==> src/design/pds_pkg.sv <==
`default_nettype none

package pds_pkg;

    localparam int DELTA_W       = 16;
    localparam int GAIN_W        = 13;
    localparam int WEIGHT_W      = 8;
    localparam int OUT_W         = 21;
    localparam int FLAG_W        = 4;
    localparam int CFG_IDX_W     = 2;
    localparam int CFG_DATA_W    = 16;
    localparam int IN_DATA_W     = 2 * DELTA_W;
    localparam int OUT_DATA_W    = ((2 * OUT_W + 7) / 8) * 8;
    localparam int FRAC_BITS_DEF = 8;
    localparam int SUM_W         = 31;
    localparam int EMA_SHIFT     = 8;

    localparam logic [GAIN_W-1:0]   GAIN_LO   = 13'd13;
    localparam logic [GAIN_W-1:0]   GAIN_HI   = 13'd5120;
    localparam logic [GAIN_W-1:0]   GAIN_RST  = 13'd256;
    localparam logic [WEIGHT_W-1:0] WEIGHT_HI = 8'd230;

    localparam logic [CFG_IDX_W-1:0] REG_ENABLE = 2'd0;
    localparam logic [CFG_IDX_W-1:0] REG_GAIN_X = 2'd1;
    localparam logic [CFG_IDX_W-1:0] REG_GAIN_Y = 2'd2;
    localparam logic [CFG_IDX_W-1:0] REG_WEIGHT = 2'd3;

    typedef struct packed {
        logic                enable;
        logic [GAIN_W-1:0]   gain_x;
        logic [GAIN_W-1:0]   gain_y;
        logic [WEIGHT_W-1:0] weight;
    } cfg_t;

    typedef struct packed {
        logic load;
        logic count;
        logic mult;
        logic update;
        logic go;
        logic clear;
    } lane_ctl_t;

endpackage

`default_nettype wire

==> src/design/pds_cfg.sv <==
`default_nettype none

module pds_cfg
(
    input  wire logic                             clk,
    input  wire logic                             rst_n,
    input  wire logic                             cfg_valid,
    output logic                                  cfg_ready,
    input  wire logic [pds_pkg::CFG_IDX_W-1:0]    cfg_index,
    input  wire logic [pds_pkg::CFG_DATA_W-1:0]   cfg_data,
    output pds_pkg::cfg_t                         cfg,
    output logic                                  clear
);

    pds_pkg::cfg_t                      cfg_reg;
    logic                               wr;
    logic [pds_pkg::GAIN_W-1:0]         gain_raw;
    logic [pds_pkg::GAIN_W-1:0]         gain_clamped;
    logic [pds_pkg::WEIGHT_W-1:0]       weight_raw;
    logic [pds_pkg::WEIGHT_W-1:0]       weight_clamped;

    assign cfg_ready = 1'b1;
    assign wr        = cfg_valid && cfg_ready;
    assign clear     = wr && (cfg_index == pds_pkg::REG_ENABLE) && !cfg_data[0];
    assign cfg       = cfg_reg;

    assign gain_raw   = cfg_data[pds_pkg::GAIN_W-1:0];
    assign weight_raw = cfg_data[pds_pkg::WEIGHT_W-1:0];

    always_comb
    begin
        priority if (gain_raw < pds_pkg::GAIN_LO)
        begin
            gain_clamped = pds_pkg::GAIN_LO;
        end
        else if (gain_raw > pds_pkg::GAIN_HI)
        begin
            gain_clamped = pds_pkg::GAIN_HI;
        end
        else
        begin
            gain_clamped = gain_raw;
        end
        weight_clamped = (weight_raw > pds_pkg::WEIGHT_HI) ? pds_pkg::WEIGHT_HI : weight_raw;
    end

    always_ff @(posedge clk or negedge rst_n)
    begin
        if (!rst_n)
        begin
            cfg_reg.enable <= 1'b0;
            cfg_reg.gain_x <= pds_pkg::GAIN_RST;
            cfg_reg.gain_y <= pds_pkg::GAIN_RST;
            cfg_reg.weight <= '0;
        end
        else if (wr)
        begin
            unique case (cfg_index)
                pds_pkg::REG_ENABLE: cfg_reg.enable <= cfg_data[0];
                pds_pkg::REG_GAIN_X: cfg_reg.gain_x <= gain_clamped;
                pds_pkg::REG_GAIN_Y: cfg_reg.gain_y <= gain_clamped;
                pds_pkg::REG_WEIGHT: cfg_reg.weight <= weight_clamped;
                default:             cfg_reg      <= cfg_reg;
            endcase
        end
    end

endmodule

`default_nettype wire

==> src/design/pds_lane.sv <==
`default_nettype none

module pds_lane
#(
    parameter int FRAC_BITS = pds_pkg::FRAC_BITS_DEF
)
(
    input  wire logic                                  clk,
    input  wire logic                                  rst_n,
    input  wire pds_pkg::lane_ctl_t                    ctl,
    input  wire logic signed [pds_pkg::DELTA_W-1:0]    delta,
    input  wire logic [pds_pkg::GAIN_W-1:0]            gain,
    input  wire logic [pds_pkg::WEIGHT_W-1:0]          weight,
    output logic signed [pds_pkg::OUT_W-1:0]           result
);

    localparam int OUT_W  = pds_pkg::OUT_W;
    localparam int SUM_W  = pds_pkg::SUM_W;
    localparam int WT_W   = pds_pkg::WEIGHT_W;
    localparam int SH     = pds_pkg::EMA_SHIFT;
    localparam int PROD_W = pds_pkg::DELTA_W + pds_pkg::GAIN_W + 1;
    localparam int REM_W  = FRAC_BITS + 1;
    localparam int CNT_W  = SUM_W - FRAC_BITS;
    localparam int EXT_W  = (CNT_W > OUT_W) ? CNT_W : OUT_W;
    localparam int SM_W   = OUT_W + FRAC_BITS;
    localparam int P1_W   = OUT_W + WT_W + 2;
    localparam int P2_W   = SM_W + WT_W + 1;
    localparam int T_W    = P1_W + FRAC_BITS + 1;
    localparam int Q_W    = T_W - SH;

    localparam logic signed [EXT_W-1:0] CNT_MAX = EXT_W'((2 ** (OUT_W - 1)) - 1);
    localparam logic signed [EXT_W-1:0] CNT_MIN = EXT_W'(-(2 ** (OUT_W - 1)));
    localparam logic signed [SM_W-1:0]  HALF    = SM_W'(2 ** (FRAC_BITS - 1));
    localparam logic [WT_W:0]           W_ONE   = (WT_W + 1)'(2 ** SH);

    logic signed [REM_W-1:0]  rem_reg;
    logic signed [SM_W-1:0]   sm_reg;
    logic signed [SUM_W-1:0]  sum_reg;
    logic signed [OUT_W-1:0]  cnt_reg;
    logic signed [P1_W-1:0]   p1_reg;
    logic signed [P2_W-1:0]   p2_reg;
    logic signed [SM_W-1:0]   s_reg;

    logic signed [PROD_W-1:0] prod;
    logic signed [SUM_W-1:0]  sum_next;
    logic [FRAC_BITS-1:0]     frac;
    logic                     neg_frac;
    logic signed [CNT_W-1:0]  quot;
    logic signed [EXT_W-1:0]  quot_ext;
    logic signed [OUT_W-1:0]  cnt_next;
    logic signed [REM_W-1:0]  rem_next;
    logic [WT_W:0]            inv_w;
    logic signed [P1_W-1:0]   p1_next;
    logic signed [P2_W-1:0]   p2_next;
    logic signed [T_W-1:0]    t_sum;
    logic                     t_adj;
    logic signed [Q_W-1:0]    t_quot;
    logic signed [SM_W-1:0]   s_raw;
    logic signed [SM_W-1:0]   s_next;
    logic                     s_adj;
    logic signed [OUT_W-1:0]  s_out;

    // load: delta times gain plus carried fraction
    assign prod     = delta * $signed({1'b0, gain});
    assign sum_next = SUM_W'(prod) + SUM_W'(rem_reg);

    // count: truncate toward zero, keep the fraction
    assign frac     = sum_reg[FRAC_BITS-1:0];
    assign neg_frac = sum_reg[SUM_W-1] && (frac != '0);
    assign quot     = sum_reg[SUM_W-1:FRAC_BITS] + CNT_W'(neg_frac);
    assign quot_ext = EXT_W'(quot);
    assign rem_next = {neg_frac, frac};

    always_comb
    begin
        priority if (quot_ext > CNT_MAX)
        begin
            cnt_next = OUT_W'(CNT_MAX);
        end
        else if (quot_ext < CNT_MIN)
        begin
            cnt_next = OUT_W'(CNT_MIN);
        end
        else
        begin
            cnt_next = OUT_W'(quot_ext);
        end
    end

    // mult: both ema partial products
    assign inv_w   = W_ONE - {1'b0, weight};
    assign p1_next = cnt_reg * $signed({1'b0, inv_w});
    assign p2_next = sm_reg * $signed({1'b0, weight});

    // update: blend, divide by 256 toward zero, snap small values
    assign t_sum  = (T_W'(p1_reg) <<< FRAC_BITS) + T_W'(p2_reg);
    assign t_adj  = t_sum[T_W-1] && (t_sum[SH-1:0] != '0);
    assign t_quot = t_sum[T_W-1:SH] + Q_W'(t_adj);
    assign s_raw  = SM_W'(t_quot);
    assign s_next = ((s_raw > -HALF) && (s_raw < HALF)) ? '0 : s_raw;

    assign s_adj  = s_reg[SM_W-1] && (s_reg[FRAC_BITS-1:0] != '0);
    assign s_out  = s_reg[SM_W-1:FRAC_BITS] + OUT_W'(s_adj);
    assign result = (weight != '0) ? s_out : cnt_reg;

    always_ff @(posedge clk or negedge rst_n)
    begin
        if (!rst_n)
        begin
            rem_reg <= '0;
            sm_reg  <= '0;
        end
        else if (ctl.clear)
        begin
            rem_reg <= '0;
            sm_reg  <= '0;
        end
        else
        begin
            if (ctl.count && ctl.go)
            begin
                rem_reg <= rem_next;
            end
            if (ctl.update && ctl.go && (weight != '0))
            begin
                sm_reg <= s_next;
            end
        end
    end

    always_ff @(posedge clk)
    begin
        if (ctl.load)
        begin
            sum_reg <= sum_next;
        end
        if (ctl.count)
        begin
            cnt_reg <= cnt_next;
        end
        if (ctl.mult)
        begin
            p1_reg <= p1_next;
            p2_reg <= p2_next;
        end
        if (ctl.update)
        begin
            s_reg <= s_next;
        end
    end

endmodule

`default_nettype wire

==> src/design/pointer_delta_scaler_top.sv <==
// pointer delta scaler: per-poll sensitivity scaling with fraction carry and smoothing
// s_t* channel takes one poll: tdata = delta_x, delta_y (signed 16 each);
// tuser = fetch_ok, is_pointer_poll, look_mode, right_held.
// m_t* channel gives one item per poll: tdata = out_x, out_y (signed 21 each),
// zero padded to 48 bits; tuser = applied.
// cfg_* writes registers: 0 enable, 1 gain_x, 2 gain_y, 3 smooth_weight.
// gains and weight are clamped on write; writing enable 0 clears the
// carried fractions and smoothed values of both axes.
// two identical lanes (x and y) run in parallel through four steps:
// multiply-add, truncate, ema products, blend; then the output register.
// a new poll is taken only once the last has moved to the output register;
// s_tready is high only while no poll is in flight.
// if m_tready is low, the finished result waits in the output register while
// the next poll may be taken; a second result waits in the lanes until the
// output register frees.
// reset: registers take their reset values (enable 0, gains 1.0, smoothing off),
// state is zero and both channels are empty.
`default_nettype none

module pointer_delta_scaler_top
#(
    parameter int FRAC_BITS = pds_pkg::FRAC_BITS_DEF
)
(
    input  wire logic                               clk,
    input  wire logic                               rst_n,
    input  wire logic                               s_tvalid,
    output logic                                    s_tready,
    input  wire logic [pds_pkg::IN_DATA_W-1:0]      s_tdata,   // delta_x, delta_y
    input  wire logic [pds_pkg::FLAG_W-1:0]         s_tuser,   // fetch_ok, is_pointer_poll,
                                                               // look_mode, right_held
    output logic                                    m_tvalid,
    input  wire logic                               m_tready,
    output logic [pds_pkg::OUT_DATA_W-1:0]          m_tdata,   // out_x, out_y, zero pad
    output logic                                    m_tuser,   // applied
    input  wire logic                               cfg_valid,
    output logic                                    cfg_ready,
    input  wire logic [pds_pkg::CFG_IDX_W-1:0]      cfg_index,
    input  wire logic [pds_pkg::CFG_DATA_W-1:0]     cfg_data
);

    localparam int DELTA_W = pds_pkg::DELTA_W;
    localparam int OUT_W   = pds_pkg::OUT_W;
    localparam int PAD_W   = pds_pkg::OUT_DATA_W - 2 * OUT_W;

    localparam logic [2:0] ST_IDLE = 3'd0;
    localparam logic [2:0] ST_CNT  = 3'd1;
    localparam logic [2:0] ST_MUL  = 3'd2;
    localparam logic [2:0] ST_UPD  = 3'd3;
    localparam logic [2:0] ST_FIN  = 3'd4;

    pds_pkg::cfg_t                    cfg;
    logic                             clear;
    pds_pkg::lane_ctl_t               ctl;

    logic [2:0]                       state_reg;
    logic [2:0]                       state_next;
    logic                             go_reg;
    logic signed [DELTA_W-1:0]        dx_reg;
    logic signed [DELTA_W-1:0]        dy_reg;
    logic                             m_valid_reg;
    logic [pds_pkg::OUT_DATA_W-1:0]   m_data_reg;
    logic                             m_user_reg;

    logic                             accept;
    logic                             out_free;
    logic                             out_load;
    logic signed [DELTA_W-1:0]        in_dx;
    logic signed [DELTA_W-1:0]        in_dy;
    logic signed [OUT_W-1:0]          res_x;
    logic signed [OUT_W-1:0]          res_y;
    logic signed [OUT_W-1:0]          fin_x;
    logic signed [OUT_W-1:0]          fin_y;

    pds_cfg u_cfg
    (
        .clk       (clk),
        .rst_n     (rst_n),
        .cfg_valid (cfg_valid),
        .cfg_ready (cfg_ready),
        .cfg_index (cfg_index),
        .cfg_data  (cfg_data),
        .cfg       (cfg),
        .clear     (clear)
    );

    assign s_tready = (state_reg == ST_IDLE);
    assign accept   = s_tvalid && s_tready;
    assign out_free = !m_valid_reg || m_tready;
    assign out_load = (state_reg == ST_FIN) && out_free;
    assign in_dx    = s_tdata[DELTA_W-1:0];
    assign in_dy    = s_tdata[2*DELTA_W-1:DELTA_W];

    assign ctl.load   = accept;
    assign ctl.count  = (state_reg == ST_CNT);
    assign ctl.mult   = (state_reg == ST_MUL);
    assign ctl.update = (state_reg == ST_UPD);
    assign ctl.go     = go_reg;
    assign ctl.clear  = clear;

    pds_lane #(.FRAC_BITS(FRAC_BITS)) u_lane_x
    (
        .clk    (clk),
        .rst_n  (rst_n),
        .ctl    (ctl),
        .delta  (in_dx),
        .gain   (cfg.gain_x),
        .weight (cfg.weight),
        .result (res_x)
    );

    pds_lane #(.FRAC_BITS(FRAC_BITS)) u_lane_y
    (
        .clk    (clk),
        .rst_n  (rst_n),
        .ctl    (ctl),
        .delta  (in_dy),
        .gain   (cfg.gain_y),
        .weight (cfg.weight),
        .result (res_y)
    );

    // merge: lane results or raw deltas on bypass
    assign fin_x = go_reg ? res_x : OUT_W'(dx_reg);
    assign fin_y = go_reg ? res_y : OUT_W'(dy_reg);

    always_comb
    begin
        unique case (state_reg)
            ST_IDLE: state_next = accept ? ST_CNT : ST_IDLE;
            ST_CNT:  state_next = ST_MUL;
            ST_MUL:  state_next = ST_UPD;
            ST_UPD:  state_next = ST_FIN;
            ST_FIN:  state_next = out_free ? ST_IDLE : ST_FIN;
            default: state_next = ST_IDLE;
        endcase
    end

    always_ff @(posedge clk or negedge rst_n)
    begin
        if (!rst_n)
        begin
            state_reg   <= ST_IDLE;
            m_valid_reg <= 1'b0;
        end
        else
        begin
            state_reg <= state_next;
            if (out_load)
            begin
                m_valid_reg <= 1'b1;
            end
            else if (m_tready)
            begin
                m_valid_reg <= 1'b0;
            end
        end
    end

    always_ff @(posedge clk)
    begin
        if (accept)
        begin
            go_reg <= cfg.enable && (&s_tuser);
            dx_reg <= in_dx;
            dy_reg <= in_dy;
        end
        if (out_load)
        begin
            m_data_reg <= {{PAD_W{1'b0}}, fin_y, fin_x};
            m_user_reg <= go_reg;
        end
    end

    assign m_tvalid = m_valid_reg;
    assign m_tdata  = m_data_reg;
    assign m_tuser  = m_user_reg;

`ifndef SYNTH
    a_fin_holds: assert property (@(posedge clk) disable iff (!rst_n)
        (state_reg == ST_FIN && m_tvalid && !m_tready) |=> (state_reg == ST_FIN))
        else $error("finished result left the lanes while output was full");

    a_accept_starts: assert property (@(posedge clk) disable iff (!rst_n)
        (s_tvalid && s_tready) |=> (state_reg == ST_CNT && !s_tready))
        else $error("accepted poll did not start the lane steps");

    a_bypass_raw: assert property (@(posedge clk) disable iff (!rst_n)
        (m_tvalid && !m_tuser) |->
        ((m_tdata[OUT_W-1:DELTA_W-1] == '0 || m_tdata[OUT_W-1:DELTA_W-1] == '1) &&
         (m_tdata[2*OUT_W-1:OUT_W+DELTA_W-1] == '0 ||
          m_tdata[2*OUT_W-1:OUT_W+DELTA_W-1] == '1)))
        else $error("bypassed item is not a raw 16 bit delta");

    a_out_from_fin: assert property (@(posedge clk) disable iff (!rst_n)
        $rose(m_tvalid) |-> ($past(state_reg) == ST_FIN))
        else $error("output loaded outside the final step");
`endif

endmodule

`default_nettype wire
==> config.mk <==
export PLATFORM = sky130hd
export DESIGN_NAME = pointer_delta_scaler_top
export DESIGN_NICKNAME = d
export VERILOG_FILES = /design/src/design/pds_pkg.sv /design/src/design/pds_cfg.sv /design/src/design/pds_lane.sv /design/src/design/pointer_delta_scaler_top.sv
export SDC_FILE = /design/constraint.sdc
export NUM_CORES = 2
export LEC_CHECK = 0
export BUFFER_PORTS_ARGS = -buffer_cell sky130_fd_sc_hd__buf_2
export CORE_MARGIN = 2
export CORE_UTILIZATION = 32
export CTS_BUF_LIST = sky130_fd_sc_hd__clkbuf_16
export DETAILED_ROUTE_END_ITERATION = 16
export HOLD_SLACK_MARGIN = 0.12
export SETUP_SLACK_MARGIN = 0.02
export SYNTH_ARGS = -nofsm -noshare
export SYNTH_HDL_FRONTEND = slang
export SYNTH_SLANG_ARGS = --single-unit
==> constraint.sdc <==
create_clock -name clk -period 14.6 [get_ports clk]
set_input_delay 3.65 -clock clk [delete_from_list [all_inputs] [get_ports clk]]
set_output_delay 3.65 -clock clk [all_outputs]
set_load 0.01 [all_outputs]
==> results by group <==
Run status
  – Status: completed

Timing
  – Period utilisation layout: about two thirds
  – Slew @ Worst Pin: approximately 1.3 ns
  – Max Clock Skew: about 0.018 ns
  – Fmax: 102 MHz
  – RSZ-0062 raised after global routing: false
  – Post-route setup TNS: 0 ns
  – Final hold violation count: 0
  – Setup violators final: 0
  – Final min period: 9.84 ns
  – Rel. slew slack: 15.9%
  – Max Slew Vio Count: 0

Yosys
  – Synth Warn #: 0
  – Synth area leaders: fa_1 32%, edfxtp_1 16%, ha_1 9.1%, inv_1 7.3%, and2_1 6.5%
  – Top cell type by total area after synthesis: fa_1
  – Mapped Cells: 7377
  – Synthesized area per cell: between 9 and 10 um2
  – #FFs+latches synth: roughly 500
  – Share of the synthesized area in the top cell type: about a third
  – Number of synthesized flops with an enable pin: 376
  – Distinct cells, synth: 99
  – Asr flop ratio synth: a little under a quarter
  – Synthesized area: 0.0705 mm2
  – Main synth FF type: edfxtp_1
  – Register area share after synthesis: 20.1%

Floorplanning
  – Die width: ~470 um
  – I/O pin count: roughly 110
  – Die area: between 0.2 and 0.25 mm2
  – Core area: ~0.22 mm2
  – Rows: roughly 170
  – Die Height: 473 um
  – Initial Utilization: roughly a third

Global routing
  – Met2 usage: between 20% and 30%
  – Initial antenna violation count: 7
  – Vias in the first global route: around 53000
  – Total GRT Usage: between 10% and 20%
  – Busiest grt layer: met2
  – Met1 usage: between 20% and 30%
  – Wire length of the first global-routing pass: around 280000 um
  – Largest net degree at the start of global routing: 71
  – Gr ovfl total: 0
  – GR Util met3: 2.24%

Routing
  – Via density: approximately 5
  – Wirelength, routed: between 150000 and 200000 um
  – Drt pass-1 iters: 6
  – Iteration-0 DRC count of the detailed router: between 3000 and 4000
  – Via count: around 50000
  – Post-route DRC: 0
  – Post-route ant nets: 0
  – Wire length per cell: ~17 um

Worst setup path
  – WP data arrival: slightly above 10 ns
  – Worst r2r src: u_lane_x.p1_reg[8]$_DFFE_PP_
  – Crit Path Class: in2reg
  – Crit. End Element: flip-flop
  – CP Data Required Time: between 15 and 20 ns
  – CP max FO: 14
  – Setup slack, reg-to-reg: roughly 5.1 ns
  – Critical Path Start Type: input pin
  – Setup crit start: s_tdata[23]

Cells and area
  – NumNets Final: around 9000
  – Sequential Area: between 0.01 and 0.015 mm2
  – Area growth from synthesis to layout: 7.49%
  – Multi-input gate area: ~0.05 mm2
  – Proportion of layout cells with a drive suffix above 1: roughly 4.3%
  – Fillers: approximately 22000
  – Commonest non-fill, non-tap cells in the layout: 1394 x inv_1, 1120 x fa_1, 821 x nand2_1
  – Max FFs per register: 42
  – Most common cell after layout, fill and taps aside: inv_1
  – # diodes: 0

CTS
  – TritonCTS clock tree: done
  – Setup bufs post-CTS: 0
  – Clock-pin transition on the worst setup and hold timing paths: 0.07 ns
  – CTS resizes: 0
  – Clock latency at the later pin of the worst-skew pair: 0.67 ns
  – Htree depth: 2
  – Root Driver: clkbuf_16
  – Hold_buf cts: 0
  – CTS Buffer Depth: 3
  – CTS Sinks: 491
  – Total CTS buffers: 61

Placed design
  – Port Buffer Count: 100
  – Hpwl dp: between 100000 and 150000 um
  – Final GP Congestion: roughly 0.89

Min path
  – Worst hold path class: reg2reg
  – HP Start: u_lane_x.sum_reg[1]$_DFFE_PP_

Run
  – Number of max-cap violations: 0
-- worst max-delay path: stages --
cell and delay [ns]:
buf_2 0.21, and2_1 0.22, fa_1 0.54, inv_1 0.06, fa_1 0.47, inv_1 0.05
fa_1 0.50, inv_1 0.05, fa_1 0.55, fa_1 0.42, fa_1 0.49, inv_1 0.05
ha_1 0.34, and3_1 0.19, a31oi_1 0.24, o221ai_1 0.18, o41a_1 0.39, a21oi_1 0.24
a31oi_1 0.16, and4_1 0.24, a2111oi_0 0.63, o21bai_1 0.12, a21oi_1 0.19, xnor2_1 0.08
-- metrics by stage --
step | hold slack, ns | utilization, % | area, um2 | setup slack [ns] | instances
2_1_floorplan | 0.448 | - | 70500 | 4.75 | 7382
3_3_place_gp | 0.467 | 33.7 | 73900 | 4.03 | 10100
3_5_place_dp | 0.485 | 33.7 | 73900 | 4.09 | 10100
4_1_cts | 0.492 | 34.5 | 75800 | 4.80 | 10200
5_1_grt | 0.521 | 34.5 | 75800 | 4.40 | 10200
6_report | 0.493 | 34.5 | 75800 | 4.76 | 10200
-- cells in the mapped netlist (56+ instances only) --
cell type	n
dfrtp_1	113
nand2_1	821
nor2_1	248
nor3_1	84
inv_1	1375
fa_1	1120
edfxtp_1	376
xor2_1	126
nand3_1	93
xnor2_1	235
and2_1	734
clkbuf_1	236
o21ai_0	182
a21o_1	107
ha_1	513
and3_1	56
a21oi_1	224
-- logic make-up after synthesis --
family / count (synthesis) / synth area share, %
buffers and inverters: 1642 / 8.83
multiplexers: 32 / 0.497
adder cells (fa/ha/maj): 1633 / 40.9
other: 2 / 0.0107
flip-flops: 491 / 20.1
XOR/XNOR: 362 / 4.52
AND/OR/NAND/NOR: 2321 / 16.7
AO/OA/AOI/OAI: 894 / 8.38
-- final timing paths --
check                                                  end  cells after the start
setup / recovery            u_lane_y.sum_reg[29]$_DFFE_PP_                     24
hold / removal             u_lane_x.rem_reg[1]$_DFFE_PN0P_                      1
setup reg to reg              u_lane_x.s_reg[11]$_DFFE_PP_                     28
hold reg to reg            u_lane_x.rem_reg[1]$_DFFE_PN0P_                      1
max in group asynchronous  u_lane_x.sm_reg[26]$_DFFE_PN0P_                      2
min in group asynchronous           state_reg[2]$_DFF_PN0_                      1
-- per-layer routing --
| layer | vias to the layer above | wire [um] |
|---|---|---|
| met1 | 25100 | 78300 |
| met4 | 6 | 3880 |
| met2 | 1172 | 79500 |
| met5 | - | 34 |
| met3 | 237 | 9580 |
| li1 | 23300 | - |
-- area by class of cell --
type	count	share of cell area, %
Multi-Input combinational cell	5249	66.3
Sequential cell	491	18.7
Inverter	1375	6.81
Tap cell	2871	4.74
Clock buffer	62	2.05
Timing Repair Buffer	133	0.996
Clock inverter	51	0.419
Power is left out: the tool's default activity adds up to more than one toggle a clock period on the data nets, which glitch-free logic cannot reach.
